[src/hdl/sbi_pkg.sv]
// Shared types and constants for the segment and box crossing pipeline.
package sbi_pkg;

    localparam int COORD_WIDTH = 16;
    localparam int DIFF_W      = COORD_WIDTH + 1;
    localparam int PROD_W      = 2 * DIFF_W;
    localparam int QUOT_W      = COORD_WIDTH + 2;
    localparam int DIV_STEPS   = DIFF_W;
    localparam int LANE_STAGES = DIV_STEPS + 3;
    localparam int PIPE_STAGES = LANE_STAGES + 4;
    localparam int NUM_SIDES   = 4;

    localparam int SIDE_LEFT   = 0;
    localparam int SIDE_RIGHT  = 1;
    localparam int SIDE_BOTTOM = 2;
    localparam int SIDE_TOP    = 3;

    typedef struct packed {
        logic signed [COORD_WIDTH-1:0] start_x;
        logic signed [COORD_WIDTH-1:0] start_y;
        logic signed [COORD_WIDTH-1:0] end_x;
        logic signed [COORD_WIDTH-1:0] end_y;
        logic signed [COORD_WIDTH-1:0] box_low_x;
        logic signed [COORD_WIDTH-1:0] box_low_y;
        logic signed [COORD_WIDTH-1:0] box_high_x;
        logic signed [COORD_WIDTH-1:0] box_high_y;
    } query_t;

    typedef struct packed {
        logic signed [COORD_WIDTH-1:0] cross_x;
        logic signed [COORD_WIDTH-1:0] cross_y;
        logic                          miss;
    } result_t;

endpackage

[src/hdl/sbi_lane.sv]
// One side of the box: pipelined trunc(a * b / c) with overflow and zero-divisor checks.
module sbi_lane (
    input  logic                                  clk,
    input  logic [sbi_pkg::LANE_STAGES-1:0]       en,
    input  logic signed [sbi_pkg::DIFF_W-1:0]     num_a,
    input  logic signed [sbi_pkg::DIFF_W-1:0]     num_b,
    input  logic signed [sbi_pkg::DIFF_W-1:0]     den,
    input  logic                                  side_try,
    output logic signed [sbi_pkg::QUOT_W-1:0]     quot,
    output logic                                  quot_ok
);

    localparam int DW = sbi_pkg::DIFF_W;
    localparam int PW = sbi_pkg::PROD_W;
    localparam int QW = sbi_pkg::QUOT_W;
    localparam int NS = sbi_pkg::DIV_STEPS;

    logic [DW-1:0] mag_a;
    logic [DW-1:0] mag_b;
    logic [DW-1:0] mag_d;

    logic [PW-1:0] prod_reg;
    logic [DW-1:0] den0_reg;
    logic          neg0_reg;
    logic          ok0_reg;

    logic [DW-1:0] rem_reg [0:NS];
    logic [DW-1:0] low_reg [0:NS];
    logic [DW-1:0] quo_reg [0:NS];
    logic [DW-1:0] den_reg [0:NS];
    logic          neg_reg [0:NS];
    logic          ok_reg  [0:NS];

    logic          over;
    logic signed [QW-1:0] quot_next;
    logic signed [QW-1:0] quot_reg;
    logic                 quot_ok_reg;

    // Magnitudes; the most negative value maps to its true magnitude as unsigned.
    assign mag_a = num_a[DW-1] ? DW'(-num_a) : DW'(num_a);
    assign mag_b = num_b[DW-1] ? DW'(-num_b) : DW'(num_b);
    assign mag_d = den[DW-1]   ? DW'(-den)   : DW'(den);

    always_ff @(posedge clk)
    begin
        if (en[0])
        begin
            prod_reg <= PW'(mag_a) * PW'(mag_b);
            den0_reg <= mag_d;
            neg0_reg <= num_a[DW-1] ^ num_b[DW-1] ^ den[DW-1];
            ok0_reg  <= side_try && (den != '0);
        end
    end

    // The quotient fits in DW bits only when the upper product half is below the divisor.
    // Any larger quotient lands outside every box span, so the side is dropped.
    assign over = prod_reg[PW-1:DW] >= den0_reg;

    always_ff @(posedge clk)
    begin
        if (en[1])
        begin
            rem_reg[0] <= prod_reg[PW-1:DW];
            low_reg[0] <= prod_reg[DW-1:0];
            quo_reg[0] <= '0;
            den_reg[0] <= den0_reg;
            neg_reg[0] <= neg0_reg;
            ok_reg[0]  <= ok0_reg && !over;
        end
    end

    // Restoring division, one quotient bit per stage.
    for (genvar j = 0; j < NS; j++)
    begin : g_step
        logic [DW:0]   trial;
        logic          ge;
        logic [DW-1:0] rem_next;

        assign trial    = {rem_reg[j], low_reg[j][DW-1]};
        assign ge       = trial >= {1'b0, den_reg[j]};
        assign rem_next = ge ? DW'(trial - {1'b0, den_reg[j]}) : trial[DW-1:0];

        always_ff @(posedge clk)
        begin
            if (en[j + 2])
            begin
                rem_reg[j + 1] <= rem_next;
                low_reg[j + 1] <= {low_reg[j][DW-2:0], 1'b0};
                quo_reg[j + 1] <= {quo_reg[j][DW-2:0], ge};
                den_reg[j + 1] <= den_reg[j];
                neg_reg[j + 1] <= neg_reg[j];
                ok_reg[j + 1]  <= ok_reg[j];
            end
        end
    end

    assign quot_next = neg_reg[NS] ? -$signed(QW'(quo_reg[NS])) : $signed(QW'(quo_reg[NS]));

    always_ff @(posedge clk)
    begin
        if (en[sbi_pkg::LANE_STAGES-1])
        begin
            quot_reg    <= quot_next;
            quot_ok_reg <= ok_reg[NS];
        end
    end

    assign quot    = quot_reg;
    assign quot_ok = quot_ok_reg;

endmodule

[config.mk]
export PLATFORM = sky130hd
export DESIGN_NAME = sbi_lane
export DESIGN_NICKNAME = d
export VERILOG_FILES = /design/src/hdl/sbi_pkg.sv /design/src/hdl/sbi_lane.sv
export SDC_FILE = /design/constraint.sdc
export NUM_CORES = 2
export LEC_CHECK = 0
export BUFFER_PORTS_ARGS = -buffer_cell sky130_fd_sc_hd__buf_2
export CORE_MARGIN = 5
export CORE_UTILIZATION = 30
export DETAILED_ROUTE_END_ITERATION = 10
export PLACE_DENSITY = 0.43
export RECOVER_POWER = 100
export SYNTH_ARGS = -nofsm -noshare
export SYNTH_HDL_FRONTEND = slang
export SYNTH_SLANG_ARGS = --single-unit
[constraint.sdc]
create_clock -name clk -period 9.11 [get_ports clk]
set_input_delay 0.911 -clock clk [delete_from_list [all_inputs] [get_ports clk]]
set_output_delay 0.911 -clock clk [all_outputs]
set_load 0.03 [all_outputs]
==> results.cfg <==
[clock_network]
path_clk_slew_ns = 0.06
cts.sinks = 992
cts_root_buffer = clkbuf_16
cts_tree = done
clk_latency_ns = 0.75
hold_buffers = 0
post_cts.repair.setup_buffers = 0
numCtsBuffers = 111
post_cts_resized = 0
cts_buffer_depth = 3
htreeDepth = 3

[finish]
n_antenna_cell = 0
nets = 5755
final_layout_size_suffix_gt1_share_pct = 8.16
n_fill_cell = 19100
syn2layout_area_growth_pct = 13.2

[timing]
final-hold-violation-count = 0
finalMaxSlewViolations = 1029
tightestPinTransition_ns = 3.36
finalCritPeriodShare_pct = 93.5
rsz0062_at_grt = no
whs_ns = 0.387
max_slew_margin_pct = -124
finalSetupViolCount = 0
setup_tns_ns = 0
skew_ns = 0.0611
period_needed_ns = 8.52
clock.fmax_ghz = 0.117

[floorplan]
start_util_pct = 30.2
rows = 160
fp.dieH_um = 448
ios = 92
core_um2 = 191000
dieWidth_um = 448
die-area_um2 = 201000

[placed_design]
dp_hpwl_mm = 97.0
place.port_buffers = 91
gp_congestion = 0.844

[critical_path]
critical_path.max_stage_delay_ns = 0.57
arrival_ns = 8.96
crit_top_cell = fa_1
required_ns = 9.56
crit_family = adder cells
cp_max_fo = 7
path_buf_inv = 6
criticalPathCategory = in2reg
endpoint_kind = flop
critPathLaunchType = input pin
cp_slowest_cell = or4_4

[global_routing]
grt_max_degree = 54
grt_pass1_wl_mm = 202
grt_usage_pct = 12.6
grt_pass1_vias = 36400
antenna_found_initial = 0
grt_overflow = 0

[yosys]
yosysTopAreaCell = edfxtp_1
async_reset_ff_share_pct = 0
syn_area_per_cell_um2 = 12.0
ys.flop_type = edfxtp_1
synthDistinctLibCells = 68
synth_fp_nets = 5532
synthTopCellsByArea = edfxtp_1 52%, ha_1 9.1%, fa_1 8.3%
yosysSeqAreaShare_pct = 51.7
synth-seq-cells = 992
synth_edf_count = 992
syn_inst = 4800
synth_area_um2 = 57600
yosys_warnings = 0
synth_top_area_share_pct = 51.7

[job]
cap_viol_max_count = 21

[drt]
num_vias = 35100
via_per_inst = 4.60
drc = 0
ant_nets = 0
routed_wirelength_mm = 126
routedWlPerCell_um = 16.5
detailedRoute.firstPassIterationCount = 5
drt_iter0_markers = 1794

[outcome]
outcome = finished with violations
failed_checks = max-capacitance violations, max-slew violations

[worst_hold_path]
hold_path.class = reg2reg
[cell families (layout without fill, tap and decap cells)]
group / Yosys count / in the layout / share of synthesized area (%)
AND/OR/NAND/NOR: 1075 / 1075 / 8.62
buffers and inverters: 739 / 1059 / 4.85
XOR/XNOR: 314 / 314 / 4.77
multiplexers: 162 / 162 / 3.12
adder cells (fa/ha/maj): 659 / 659 / 17.4
AO/OA/AOI/OAI: 859 / 859 / 9.50
flip-flops: 992 / 992 / 51.7
[cell usage after synthesis, drive strengths merged (4+ instances only)]
library cell,instances
nand2b,59
o41ai,19
o31ai,30
or3,24
xnor2,218
a21o,120
o22ai,8
o211ai,15
nand4,38
o21a,78
clkbuf,63
inv,665
a31o,7
o21ai,211
nor2,326
or2,12
nand3b,4
a211o,12
nand3,39
edfxtp,992
a221oi,11
nand2,384
ha,419
o21bai,12
and4,10
mux2,139
and3,8
a311oi,5
nor4,13
nor3,43
a211oi,19
fa,240
a21boi,15
o31a,8
and2,23
mux2i,23
a21oi,206
xor2,96
buf,11
o221ai,9
nand4b,9
or4,12
a2111oi,6
a31oi,52
nor2b,64
[worst paths after layout]
path / startpoint / end / slack (ns) / depth (start not counted)
min reg2reg: ok_reg[8]$_DFFE_PP_ / ok_reg[9]$_DFFE_PP_ / 0.39 / 0
min: ok_reg[8]$_DFFE_PP_ / ok_reg[9]$_DFFE_PP_ / 0.39 / 0
max: num_a[6] / prod_reg[29]$_DFFE_PP_ / 0.59 / 29
max reg2reg: low_reg[7][16]$_DFFE_PP_ / rem_reg[8][5]$_DFFE_PP_ / 3.58 / 11
[metal layers]
layer	up-vias	global-route usage (%)	wire, um
li1	17300	-	-
met1	17200	15.6	54400
met2	418	22.9	65200
met3	172	1.90	3720
met4	0	2.97	2730
met5	-	0	0
[worst reg2reg max path, stage by stage, from the launching register on]
cell      delay, ns
edfxtp_1       0.35
inv_1          0.08
ha_1           0.19
fa_1           0.22
nor2b_1        0.07
o31a_1         0.27
or3_1          0.32
a21oi_1        0.39
o31a_1         0.29
o211ai_1       0.14
a311oi_1       2.45
mux2_2         0.50
[through the flow]
step / instance area, um^2 / utilization, % / cells / setup slack (ns)
after global placement: 61700 / 32.4 / 7421 / 0.148
after floorplan: 57600 / - / 4800 / 0.415
final: 65200 / 34.2 / 7631 / 0.593
after CTS: 65500 / 34.4 / 7631 / 0.837
after detailed placement: 61700 / 32.4 / 7421 / 0.0627
after global routing: 65200 / 34.2 / 7631 / 0.221
[final cells by class]
cell class	count	area, um^2	share of cell area [%]
Tap cell	2511	3140	4.82
Timing Repair Buffer	184	983	1.51
Multi-Input combinational cell	3069	25000	38.4
Clock inverter	78	942	1.44
Clock buffer	132	2860	4.38
Sequential cell	992	29800	45.7
Inverter	665	2500	3.83
[cells in the final DEF (no fill, tap or decap), types with 50 or more instances in the layout]
master	n
a21oi_1	206
xnor2_1	218
a21o_1	120
fa_1	240
xor2_1	96
buf_4	57
o21a_1	78
nand2b_1	59
edfxtp_1	992
o21ai_0	210
nor2_1	326
clkbuf_16	111
nand2_1	384
ha_1	419
mux2_2	108
inv_1	665
nor2b_1	64
buf_2	63
clkbuf_1	85
a31oi_1	50
Power is left out: the tool's default activity adds up to more than one toggle a clock period on the data nets, which glitch-free logic cannot reach.
